===== src/hw/rtl/lmps_pkg.sv =====
// shared constants, transaction types and write port struct for the led matrix pwm scanner
package lmps_pkg;

  localparam int ROWS    = 5;
  localparam int COLUMNS = 5;
  localparam int PHASES  = 8;

  // field widths of the transactions
  localparam int OPCODE_W    = 1;
  localparam int COORD_W     = 3;
  localparam int BRIGHT_W    = 9;
  localparam int DRIVE_W     = 5;
  localparam int ROW_INDEX_W = 3;
  localparam int PHASE_OUT_W = 3;

  localparam int FULL_SCALE  = 256;
  localparam int ROW_IDX_W   = (ROWS > 1) ? $clog2(ROWS) : 1;
  localparam int COL_IDX_W   = (COLUMNS > 1) ? $clog2(COLUMNS) : 1;
  localparam int PHASE_W     = $clog2(PHASES);
  // level = brightness * PHASES / FULL_SCALE, a shift since both are powers of two
  localparam int LEVEL_SHIFT = $clog2(FULL_SCALE) - PHASE_W;
  localparam int LEVEL_W     = BRIGHT_W - LEVEL_SHIFT;

  localparam logic [OPCODE_W-1:0] OP_SCAN  = 1'b0;
  localparam logic [OPCODE_W-1:0] OP_WRITE = 1'b1;

  typedef struct packed {
    logic [OPCODE_W-1:0] opcode;
    logic [COORD_W-1:0]  column;
    logic [COORD_W-1:0]  row;
    logic [BRIGHT_W-1:0] brightness;
  } in_item_t;

  typedef struct packed {
    logic [DRIVE_W-1:0]     row_drive;
    logic [DRIVE_W-1:0]     column_drive;
    logic [ROW_INDEX_W-1:0] row_index;
    logic [PHASE_OUT_W-1:0] phase;
  } out_item_t;

  typedef struct packed {
    logic                en;
    logic [COORD_W-1:0]  column;
    logic [COORD_W-1:0]  row;
    logic [BRIGHT_W-1:0] brightness;
  } fb_wr_t;

  typedef logic [COLUMNS-1:0][LEVEL_W-1:0] row_levels_t;

endpackage


===== src/hw/rtl/led_matrix_pwm_scanner_top.sv =====
// top level of the led matrix pwm scanner: input register and transaction steering
// Drives a multiplexed 5x5 LED matrix with 8-phase PWM brightness. A write
// transaction stores level brightness>>5 (brightness 0..256 is 0.0..1.0) for one
// pixel and gives no result; writes with row or column of 5 or more, or with
// brightness above 256, are dropped. A scan transaction returns the one-hot row
// drive and the active-low column drive for the current row, then advances the
// row, stepping the phase after the last row. The framebuffer read and column
// compare run combinationally from the input register into the result register,
// so a new transaction is taken every cycle and a scan result passes through the
// input register and then the result register; only a scan waiting on a held result
// register stalls the input. Framebuffer, row and phase are cleared by reset.
module led_matrix_pwm_scanner_top
  import lmps_pkg::*;
(
  input  logic      clk,
  input  logic      rst_n,
  input  logic      in_valid,
  output logic      in_ready,
  input  in_item_t  in_data,
  output logic      out_valid,
  input  logic      out_ready,
  output out_item_t out_data
);

  logic                 in_valid_r;
  in_item_t             in_data_r;
  logic                 is_write;
  logic                 scan_ready;
  logic                 scan_en;
  logic                 exec_fire;
  fb_wr_t               fb_wr;
  logic [ROW_IDX_W-1:0] rd_row;
  row_levels_t          rd_levels;

  assign is_write  = (in_data_r.opcode == OP_WRITE);
  assign exec_fire = in_valid_r && (is_write || scan_ready);
  assign scan_en   = in_valid_r && !is_write && scan_ready;
  assign in_ready  = !in_valid_r || exec_fire;

  always_ff @(posedge clk) begin
    if (!rst_n) begin
      in_valid_r <= 1'b0;
    end else if (in_ready) begin
      in_valid_r <= in_valid;
    end
  end

  always_ff @(posedge clk) begin
    if (in_valid && in_ready) begin
      in_data_r <= in_data;
    end
  end

  always_comb begin
    fb_wr.en         = in_valid_r && is_write;
    fb_wr.column     = in_data_r.column;
    fb_wr.row        = in_data_r.row;
    fb_wr.brightness = in_data_r.brightness;
  end

  lmps_framebuffer u_framebuffer (
    .clk       (clk),
    .rst_n     (rst_n),
    .wr        (fb_wr),
    .rd_row    (rd_row),
    .rd_levels (rd_levels)
  );

  lmps_scan_unit u_scan_unit (
    .clk        (clk),
    .rst_n      (rst_n),
    .scan_en    (scan_en),
    .scan_ready (scan_ready),
    .rd_row     (rd_row),
    .rd_levels  (rd_levels),
    .out_valid  (out_valid),
    .out_ready  (out_ready),
    .out_data   (out_data)
  );

endmodule


===== src/hw/rtl/lmps_framebuffer.sv =====
// pixel level framebuffer: range-checked write with level conversion, one row read
module lmps_framebuffer
  import lmps_pkg::*;
(
  input  logic                 clk,
  input  logic                 rst_n,
  input  fb_wr_t               wr,
  input  logic [ROW_IDX_W-1:0] rd_row,
  output row_levels_t          rd_levels
);

  row_levels_t rows_r [ROWS];

  logic               wr_ok;
  logic [LEVEL_W-1:0] wr_level;

  // out of range coordinates and brightness above full scale store nothing
  assign wr_ok = wr.en
              && (32'(wr.column) < COLUMNS)
              && (32'(wr.row) < ROWS)
              && (32'(wr.brightness) <= FULL_SCALE);
  assign wr_level = wr.brightness[BRIGHT_W-1:LEVEL_SHIFT];

  always_ff @(posedge clk) begin
    if (!rst_n) begin
      for (int r = 0; r < ROWS; r++) begin
        rows_r[r] <= '0;
      end
    end else if (wr_ok) begin
      rows_r[wr.row[ROW_IDX_W-1:0]][wr.column[COL_IDX_W-1:0]] <= wr_level;
    end
  end

  assign rd_levels = rows_r[rd_row];

endmodule


===== src/hw/rtl/lmps_scan_unit.sv =====
// scan row and pwm phase counters, column compare and result register
module lmps_scan_unit
  import lmps_pkg::*;
(
  input  logic                 clk,
  input  logic                 rst_n,
  input  logic                 scan_en,
  output logic                 scan_ready,
  output logic [ROW_IDX_W-1:0] rd_row,
  input  row_levels_t          rd_levels,
  output logic                 out_valid,
  input  logic                 out_ready,
  output out_item_t            out_data
);

  logic [ROW_IDX_W-1:0] row_r, row_nxt;
  logic [PHASE_W-1:0]   phase_r, phase_nxt;
  logic                 out_valid_r;
  out_item_t            out_data_r, out_data_nxt;
  logic                 last_row;
  logic [ROWS-1:0]      row_onehot;
  logic [COLUMNS-1:0]   col_bits;

  assign scan_ready = !out_valid_r || out_ready;
  assign rd_row     = row_r;
  assign last_row   = (32'(row_r) == ROWS - 1);

  always_comb begin
    row_onehot = ROWS'(1) << row_r;
    // column line low where the pixel is lit in this phase
    for (int c = 0; c < COLUMNS; c++) begin
      col_bits[c] = !(rd_levels[c] > LEVEL_W'(phase_r));
    end
    out_data_nxt.row_drive    = DRIVE_W'(row_onehot);
    out_data_nxt.column_drive = DRIVE_W'(col_bits);
    out_data_nxt.row_index    = ROW_INDEX_W'(row_r);
    out_data_nxt.phase        = PHASE_OUT_W'(phase_r);

    row_nxt   = row_r;
    phase_nxt = phase_r;
    if (scan_en) begin
      if (last_row) begin
        row_nxt   = '0;
        phase_nxt = (32'(phase_r) == PHASES - 1) ? '0 : phase_r + 1'b1;
      end else begin
        row_nxt = row_r + 1'b1;
      end
    end
  end

  always_ff @(posedge clk) begin
    if (!rst_n) begin
      row_r       <= '0;
      phase_r     <= '0;
      out_valid_r <= 1'b0;
    end else begin
      row_r   <= row_nxt;
      phase_r <= phase_nxt;
      if (scan_en) begin
        out_valid_r <= 1'b1;
      end else if (out_ready) begin
        out_valid_r <= 1'b0;
      end
    end
  end

  always_ff @(posedge clk) begin
    if (scan_en) begin
      out_data_r <= out_data_nxt;
    end
  end

  assign out_valid = out_valid_r;
  assign out_data  = out_data_r;

`ifndef SYNTHESIS
  a_row_drive_matches_index: assert property (@(posedge clk) disable iff (!rst_n)
    out_valid_r |-> (out_data_r.row_drive == (DRIVE_W'(1) << out_data_r.row_index)))
    else $error("row drive does not match row index");

  a_phase_holds_mid_frame: assert property (@(posedge clk) disable iff (!rst_n)
    (scan_en && !last_row) |=> $stable(phase_r))
    else $error("phase moved before the last row");

  a_phase_steps_on_wrap: assert property (@(posedge clk) disable iff (!rst_n)
    (scan_en && last_row) |=> (row_r == '0 && phase_r != $past(phase_r)))
    else $error("phase did not advance on row wrap");

  a_no_scan_when_full: assert property (@(posedge clk) disable iff (!rst_n)
    scan_en |-> scan_ready)
    else $error("scan issued while result register is held");
`endif

endmodule


===== config.mk =====
export PLATFORM = sky130hd
export DESIGN_NAME = led_matrix_pwm_scanner_top
export DESIGN_NICKNAME = d
export VERILOG_FILES = /design/src/hw/rtl/lmps_pkg.sv /design/src/hw/rtl/led_matrix_pwm_scanner_top.sv /design/src/hw/rtl/lmps_framebuffer.sv /design/src/hw/rtl/lmps_scan_unit.sv
export SDC_FILE = /design/constraint.sdc
export NUM_CORES = 1
export LEC_CHECK = 0
export ABC_AREA = 1
export ABC_CLOCK_PERIOD_IN_PS = 2930
export BUFFER_PORTS_ARGS = -buffer_cell sky130_fd_sc_hd__buf_2
export CORE_MARGIN = 4
export CORE_UTILIZATION = 61
export CTS_CLUSTER_SIZE = 12
export DETAILED_ROUTE_END_ITERATION = 8
export GPL_TIMING_DRIVEN = 1
export PLACE_DENSITY = 0.83
export SLEW_MARGIN = 20
export SYNTH_ARGS = -nofsm -noshare
export SYNTH_HDL_FRONTEND = slang
export SYNTH_SLANG_ARGS = --single-unit

===== constraint.sdc =====
create_clock -name clk -period 2.93 [get_ports clk]
set_input_delay 0.879 -clock clk [delete_from_list [all_inputs] [get_ports clk]]
set_output_delay 0.879 -clock clk [all_outputs]
set_load 0.005 [all_outputs]

# Yosys cells after proc, flatten, opt, wreduce, memory -nomap -nowiden
# Memories as Yosys holds them, arrays and structs flattened. A register that Yosys moved wholly into a read port is not among the register bits.
# Index checks and enable logic that the tools add are counted.
[word_totals]
out_inout_bits = 18
mem_bits_rw = 100
elab_cells = 66
ff_bits = 40
n_memories = 1
inputBits = 20
[mem_list]
columns = ["memory", "depth", "width", "read_ports", "rd_clocked_by_memory_dff", "write_ports", "line_no", "text"]
rows = [
  ["u_framebuffer.rows_r", 5, 20, 1, 1, 5, "lmps_framebuffer.sv:12", "row_levels_t rows_r [ROWS];"],
]
[classes]
reduce_logical = 23
order_cmp = 10
n_addsub = 2
eq_ne = 2
shifts = 1
n_mux = 15
[op_table]
columns = ["operator", "n"]
rows = [
  ["2-to-1 mux 20 bit", 3],
  ["greater-than comparator 4 x 3 -> 1 bit", 5],
  ["OR reduction 20 bit", 1],
  ["2-to-1 mux 3 bit", 5],
  ["demux 4 bit (select 3 bit)", 1],
  ["less-or-equal comparator 9 bit (second input constant)", 1],
  ["logical AND 1 bit", 9],
  ["zero test 1 bit", 8],
  ["adder 3 x 1 -> 3 bit (second input constant)", 2],
  ["equality test 3 bit (second input constant)", 2],
  ["< comparator 3 bit (second input constant)", 2],
  ["2-to-1 mux 1 bit", 5],
  ["left shift 1 x 3 -> 5 bit (first input constant)", 1],
  ["< comparator 3 x 4 -> 1 bit (second input constant)", 1],
  ["2-to-1 mux 4 bit", 1],
  [">= comparator 3 x 1 -> 1 bit (second input constant)", 1],
  ["logical OR 1 bit", 3],
  ["AND reduction 2 bit", 1],
  ["nonzero test 2 bit", 1],
]

# Depth between registers and ports, before layout
# Gate-level depths: netlist of the first run.
[logic_depth]
word_depth = 9
depth_mapped = 14
ltp_nobuf = 12

# Cells and area by module
# From an unflattened synthesis of the first run, not the netlist that was laid out.
[unflattened]
hier_cells = 849
hier_area_um2 = 8874.8
[modules_own_cells]
columns = ["module", "n_inst", "cells_each", "area_per_inst_um2", "seq_area_each_um2"]
rows = [
  ["lmps_framebuffer", 1, 691, 7084.3, 4804.6],
  ["lmps_scan_unit", 1, 132, 1238.7, 620.6],
  ["led_matrix_pwm_scanner_top", 1, 26, 551.8, 500.5],
]

# Worst setup path after synthesis of the first run
# No wires, ideal clock.
[synth_timing]
kind = "input port to flip-flop"
from = "input port out_ready"
to = "register u_scan_unit.phase_r[1]"
n_path_buf = 0
setup_slack_ps = 552
arrival_ps = 2254
cell_stages = 5
setup_time_ps = 124
required_ps = 2806
path_cell_list = "nor2_1 nor2_1 nand2_1 o21ai_0 a21oi_1"
[synth_between]
elab_chain_len = 3
[synth_lines]
columns = ["element", "line_no", "text"]
rows = [
  ["start: declaration", "led_matrix_pwm_scanner_top.sv:21", "input logic out_ready,"],
  ["logical OR 1 bit", "lmps_scan_unit.sv:24", "assign scan_ready = !out_valid_r || out_ready;"],
  ["logical AND 1 bit", "led_matrix_pwm_scanner_top.sv:37", "assign scan_en = in_valid_r && !is_write && scan_ready;"],
  ["net scan_en", "led_matrix_pwm_scanner_top.sv:29", "logic scan_en;"],
  ["AND reduction 2 bit (no line)", "-", ""],
  ["end signal: assignment", "lmps_scan_unit.sv:58", "phase_r <= phase_nxt;"],
  ["end: declaration", "lmps_scan_unit.sv:17", "logic [PHASE_W-1:0] phase_r, phase_nxt;"],
]
# The timed path passes the listed nets, and every way through them passes these cells.
# A chain may end at the register's enable or synchronous reset.

==> results of run 1 <==
-- worst paths after layout --
kind / start / end / slack [ns] / cells after the start
max: flop / u_scan_unit.out_data[8] / 0.49 / 12
min: u_scan_unit.phase_r[1] / u_scan_unit.out_data[1] / 0.48 / 0
max reg2reg: flop / u_scan_unit.out_data[8] / 0.49 / 12
min reg2reg: u_scan_unit.phase_r[1] / u_scan_unit.out_data[1] / 0.48 / 0
-- per-stage QoR --
stage	util	cell area, µm²	hold WS, ns	cells
6_report	0.722	10100	0.484	1095
3_5_place_dp	0.678	9440	0.466	1057
2_1_floorplan	-	8960	0.434	856
4_1_cts	0.722	10100	0.470	1095
3_3_place_gp	0.678	9440	0.447	1057
5_1_grt	0.722	10100	0.481	1095
-- kinds of logic after synthesis --
logic type               count (synthesis)  synth area share
AO/OA/AOI/OAI                          124            0.0779
XOR/XNOR                                 1           0.00100
adder cells (fa/ha/maj)                 19            0.0272
buffers and inverters                   75            0.0338
flip-flops                             203             0.685
other                                    1          0.000429
AND/OR/NAND/NOR                        374             0.175
-- placed cells by master (no fill, tap or decap) --
cell       synthesis  routed
nor2_1           192     192
edfxtp_1         192     192
nand2_1          118     118
o21ai_0           73      73
conb_1             1      60
buf_2              5      37
nand3_1           26      26
inv_1             25      25
o22ai_1           25      25
nand4_1           25      25
buf_4              2      25
clkbuf_16          0      22
ha_1              19      19
a21oi_1           15      15
clkbuf_1          35      14
nor3_1            10      10
dfxtp_1           11      10
o211ai_1           5       5
a211oi_1           5       5
clkinv_1           4       4
buf_12             0       3
inv_2              2       2
xor2_1             1       1
o21ai_2            1       1
nor2_4             1       1
nor3_2             1       1
and3_1             1       1
dfxtp_2            0       1
inv_6              0       1
clkinv_2           0       1
-- registers in the layout, indices dropped and copies added (netlist names), named ones only --
name,cells
u_scan_unit.out_valid,1
u_scan_unit.out_data,16
u_scan_unit.phase_r,3
fb_wr,15
is_write,1
u_scan_unit.rd_row,3
in_valid_r,1
u_framebuffer.rows_r,160
-- per-layer routing --
metal  share of wire  vias up
li1                -     2953
met3           0.097       68
met4           0.039        0
met2            0.50      343
met5               0        -
met1            0.36     2956
-- power by group through the flow --
stage / logic [mW] / registers (mW) / clock network (mW)
after global routing: 0.477 / 3.36 / 2.61
after global placement: 0.400 / 3.41 / 0
final: 0.428 / 3.35 / 2.44
after detailed placement: 0.414 / 3.41 / 0
after CTS: 0.418 / 3.35 / 2.45
after floorplan: 0.269 / 3.39 / 0
-- worst max-delay path: cells and delay by family, from the launching register on --
family	cells	cell delay, ns
compound gates	3	0.52
fa+ha+maj	1	0.24
buf+inv	2	0.50
flops	1	0.33
simple gates	6	0.62
-- cell type report --
class	instances	area [µm²]
well taps	180	225
repair buffers	65	433
inverters	31	116
multi-input cells	578	2680
clock buffers	36	603
fillers	968	3880
clock inverters	2	13.8
flip-flops and latches	203	5990
==> impl_results.md, run 1 <==
* Clock Power Share at 0.392
* Max_cap viols at 0
* Clk slew on worst S/H paths at 0.06 ns
* Top cell type by total area after synthesis: edfxtp_1
* Top_reg_cell synth: edfxtp_1
* Switching portion of total power at 0.224
* Drt pass-1 iters at 5
* Crit path max fanout at 31
* Tot GR Track Use at 0.253
* Worst VDD drop at 0.000591 V
* Overflow after GRT at 0
* H-tree depth at 1
* Die area at 16,300 µm²
* Async SR Flop Fraction at 0
* Switching Power at 1.39 mW
* Area grow syn2layout at 15.1%
* Pin count of the biggest net entering global routing at 46
* Endpoints failing hold at 0
* DRT iter0 DRCs at 706
* Worst-Margin Slew at 0.697 ns
* Hold crit path type: reg -> reg
* Sequential share of power at 0.539
* RePlAce Congestion at 0.830
* Status: completed
* Yosys warns at 0
* Unique cell type count in the Yosys netlist at 26
* Period utilisation layout at 0.834
* Unrepaired setup endpoints after global routing: false
* PwrDens at 618 nW/µm²
* Pre-CTS setup slack at 0.473 ns
* Post-synth EDFFs at 192
* Die Span Y at 128 µm
* Nets at 939
* Worst endpoint required time at 3.23 ns
* Via count at 6,320
* Max_slew headroom at 0.533
* Rows at 43
* Tot Pwr at 6.22 mW
* Post-synthesis cell count at 797
* Post-CTS Hold Fix Bufs at 0
* Core area at 13,900 µm²
* M3 GR Usage at 0.0479
* Crit path capture type: flop
* Synthesized cell area at 8740 µm²
* WL/cell at 18.2 µm
* Setup Skew at 0.0164 ns
* Deepest clock path buffer count at 3
* Final setup vio count at 0
* Clk Latency, worst-skew pair at 0.50 ns
* M1 GR Usage at 0.314
* CTS tree: done
* Pins Over Slew Limit at 0
* Final worst slack at 0.486 ns
* Post-DP HPWL at 12,700 µm
* Root Driver: clkbuf_16
* Synth top area cells: edfxtp_1, nor2_1, nand2_1
* CTS buffer count at 21
* Port Buffers at 37
* Antenna violations before repair at 0
* # resized after CTS at 0
* Synthesized area per cell at 11.0 µm²
* First-pass GRT wire length at 31,900 µm
* Setup TNS at 0 ns
* Comb power frac at 0.069
* DIE WIDTH at 128 µm
* Sequential area share after synthesis at 0.685
* Initial Util at 0.627
* P_leak at 4.03 nW
* Routed Antenna Nets at 0
* Share of cells above drive strength 1 at 0.104
* Worst setup SP type: flop
* Final Critical Period at 2.44 ns
* Crit Path Category: reg -> reg
* Max Clk Rate at 0.409 GHz
* Vias in the first global route at 6,488
* Global-route layer with the greatest usage: met2
* Crit path arrival time at 2.74 ns
* Setup Fix Bufs, Post-CTS at 0
* Share of the synthesized area in the top cell type at 0.660
* TritonCTS Sinks at 203
* Boundary Pins at 38
* CP peak stage delay at 0.33 ns
* Antenna cells at 0
* P_int at 4.83 mW
* DRC violations left at 0
* Worst path cell trace: inv_2, buf_12, nor2_1, o22ai_1, nand2_1, nand2_1, ha_1, a21oi_1, nor2_1, o21ai_0, nand2_1, nor2_1
* Synth Register Bits at 203
* Vias/cell at 5.77
* Met2 usage at 0.429
* Most instantiated cells after synthesis: edfxtp_1, nor2_1, nand2_1
* Critical Path Slowest Stage Cell: dfxtp_2
* DRT Wirelength at 19,900 µm
Power figures use the tool's default switching activity.
==> run 2: changes to the inputs <==
--- a/config.mk
+++ b/config.mk
@@ -5,8 +5,8 @@
 export SDC_FILE = /design/constraint.sdc
 export NUM_CORES = 1
 export LEC_CHECK = 0
-export ABC_AREA = 1
-export ABC_CLOCK_PERIOD_IN_PS = 2930
+export ABC_AREA = 0
+export ABC_CLOCK_PERIOD_IN_PS = 2300
 export BUFFER_PORTS_ARGS = -buffer_cell sky130_fd_sc_hd__buf_2
 export CORE_MARGIN = 4
 export CORE_UTILIZATION = 61
==> constraint.sdc (replaced) <==
create_clock -name clk -period 2.3 [get_ports clk]
set_input_delay 0.69 -clock clk [delete_from_list [all_inputs] [get_ports clk]]
set_output_delay 0.69 -clock clk [all_outputs]
set_load 0.005 [all_outputs]
==> run 2 against run 1 <==
The run now ends with negative setup slack left. Clock skew fell by 0.0034 ns. Clock-buffer cell count did not move. Clock power rose by 28%. Non-clock buffer count rose by 24. Critical path type unchanged.
==> impl_results.md, run 2 <==
* Reg with most FFs: u_framebuffer.rows_r
* Share of the synthesized area in the top cell type at 0.644
* Area grow syn2layout at 23.3%
* Multi-input logic area at 3480 µm²
* Unrepaired setup endpoints after global routing: true
* Boundary Pins at 38
* Vias in the first global route at 6,016
* R2r worst-path depth at 8
* Top cell type by total area after synthesis: edfxtp_1
* WL/cell at 25.7 µm
* Top_reg_cell synth: edfxtp_1
* Async SR Flop Fraction at 0
* Worst-Margin Slew at 0.866 ns
* TritonCTS Sinks at 203
* Sequential area share after synthesis at 0.668
* Via count at 5,891
* FF-to-FF End: u_scan_unit.out_data[9]
* P_leak at 3.79 nW
* Most instantiated cells after synthesis: edfxtp_1, nor4_1, mux4_2
* Crit path max fanout at 7
* Final worst slack at -0.196 ns
* Worst setup SP type: flop
* Pins Over Slew Limit at 0
* Reg area at 5990 µm²
* Synth top area cells: edfxtp_1, mux4_2, nor4_1
* Max Clk Rate at 0.401 GHz
* Setup Skew at 0.0130 ns
* Clk Latency, worst-skew pair at 0.50 ns
* Clk slew on worst S/H paths at 0.06 ns
* Overflow after GRT at 0
* Max_slew headroom at 0.421
* R2r setup slk at -0.20 ns
* Antenna cells at 0
* Post-synthesis cell count at 566
* Hold crit path type: in -> reg
* Initial Util at 0.618
* Period utilisation layout at 1.09
* Drt pass-1 iters at 5
* PwrDens at 722 nW/µm²
* CTS tree: done
* Max FFs per register at 160
* Status: complete, but fails checks
* Endpoints failing hold at 0
* Worst VDD drop at 0.000587 V
* Max_cap viols at 0
* Unique cell type count in the Yosys netlist at 38
* Die Span Y at 129 µm
* CTS buffer count at 21
* Final setup vio count at 10
* Post-CTS Hold Fix Bufs at 0
* Most frequent cells in the layout: edfxtp_1, nor4_1, conb_1
* Deepest clock path buffer count at 3
* Post-synth EDFFs at 192
* Antenna violations before repair at 0
* Port Buffers at 37
* Crit Path Category: reg -> reg
* RePlAce Congestion at 0.829
* Critical path destination: u_scan_unit.out_data[9]
* First-pass GRT wire length at 33,700 µm
* Die area at 16,700 µm²
* Vias/cell at 6.60
* DIE WIDTH at 129 µm
* Post-DP HPWL at 13,900 µm
* H-tree depth at 1
* Synth Register Bits at 203
* Fillers at 773
* Yosys warns at 0
* Routed Antenna Nets at 0
* Final Critical Period at 2.50 ns
* DRC violations left at 0
* Synthesized area per cell at 15.8 µm²
* Failing checks: negative setup slack
* Root Driver: clkbuf_16
* Cell with the most instances after synthesis: edfxtp_1
* Tot Pwr at 7.98 mW
* Crit path capture type: flop
* Nets at 733
* Worst endpoint required time at 2.54 ns
* Rows at 44
* Tot GR Track Use at 0.273
* Pre-CTS setup slack at -0.220 ns
* DRT iter0 DRCs at 1,035
* Crit path arrival time at 2.74 ns
* Synthesized cell area at 8950 µm²
* Pin count of the biggest net entering global routing at 45
* Share of cells above drive strength 1 at 0.322
* Commonest non-fill, non-tap cell in the layout: edfxtp_1
* Core area at 14,500 µm²
* DRT Wirelength at 22,900 µm
run 2: area by class of cell:
| type | count | area share |
|---|---|---|
| multi-input combinational | 368 | 0.315 |
| clock buffer | 36 | 0.0554 |
| clock inverter | 1 | 0.000453 |
| timing repair buffer | 89 | 0.0623 |
| inverter | 11 | 0.00374 |
| sequential | 203 | 0.542 |
| tap | 184 | 0.0208 |
run 2: power by group:
part	total [mW]	internal, mW	switching (mW)
Sequential	4.26	4.20	0.0660
Combinational	0.596	0.243	0.353
Clock	3.12	1.79	1.32
Total	7.98	6.23	1.74
run 2: how the worst min path moves through the flow:
stage	start	end	slack [ns]	cells after the start
3_3_place_gp	u_scan_unit.phase_r[1]	u_scan_unit.out_data[1]	0.47	0
2_1_floorplan	u_scan_unit.phase_r[1]	u_scan_unit.out_data[1]	0.46	0
6_report	in_data[7]	fb_wr[7]	0.38	1
4_1_cts	in_data[4]	fb_wr[4]	0.36	1
3_5_place_dp	u_scan_unit.phase_r[2]	u_scan_unit.out_data[2]	0.49	0
5_1_grt	in_data[7]	fb_wr[7]	0.36	1
run 2: kinds of logic (layout without fill, tap and decap cells):
kind of cell	Yosys count	in the layout	share of synthesized area
AO/OA/AOI/OAI	49	49	0.0326
adder cells (fa/ha/maj)	19	19	0.0265
buffers and inverters	54	137	0.0286
flip-flops	203	203	0.668
multiplexers	59	59	0.123
other	1	60	0.000419
AND/OR/NAND/NOR	181	181	0.120
run 2: repair_timing:
item | CTS | global route
buffers inserted | 7 | 3
gates resized for setup | 47 | 17
pin swaps | 16 | 16
setup endpoints to repair | 61 | 74
cloned | 1 | 0
run 2: routing by layer:
metal	track usage	routed length [µm]
met3	0.0540	2160
met2	0.471	11700
met1	0.335	7800
met4	0.123	1220
met5	0	0
run 2: through the flow:
step / hold slack [ns] / area (µm²) / setup TNS [ns] / instances / utilization
3_3_place_gp: 0.470 / 10000 / -1.55 / 846 / 0.693
3_5_place_dp: 0.491 / 10000 / -3.57 / 846 / 0.693
4_1_cts: 0.365 / 11000 / -0.248 / 891 / 0.757
6_report: 0.376 / 11000 / -0.749 / 892 / 0.763
2_1_floorplan: 0.455 / 9500 / -3.86 / 625 / -
5_1_grt: 0.357 / 11000 / -1.34 / 892 / 0.763
run 2: worst max-delay path: stages (launching register included):
cell and delay [ns]:
dfxtp_4 0.45, buf_4 0.15, mux4_2 0.49, mux2_4 0.30
ha_1 0.29, nor2b_1 0.16, o21ai_1 0.08, a32oi_1 0.27
a211oi_2 0.05
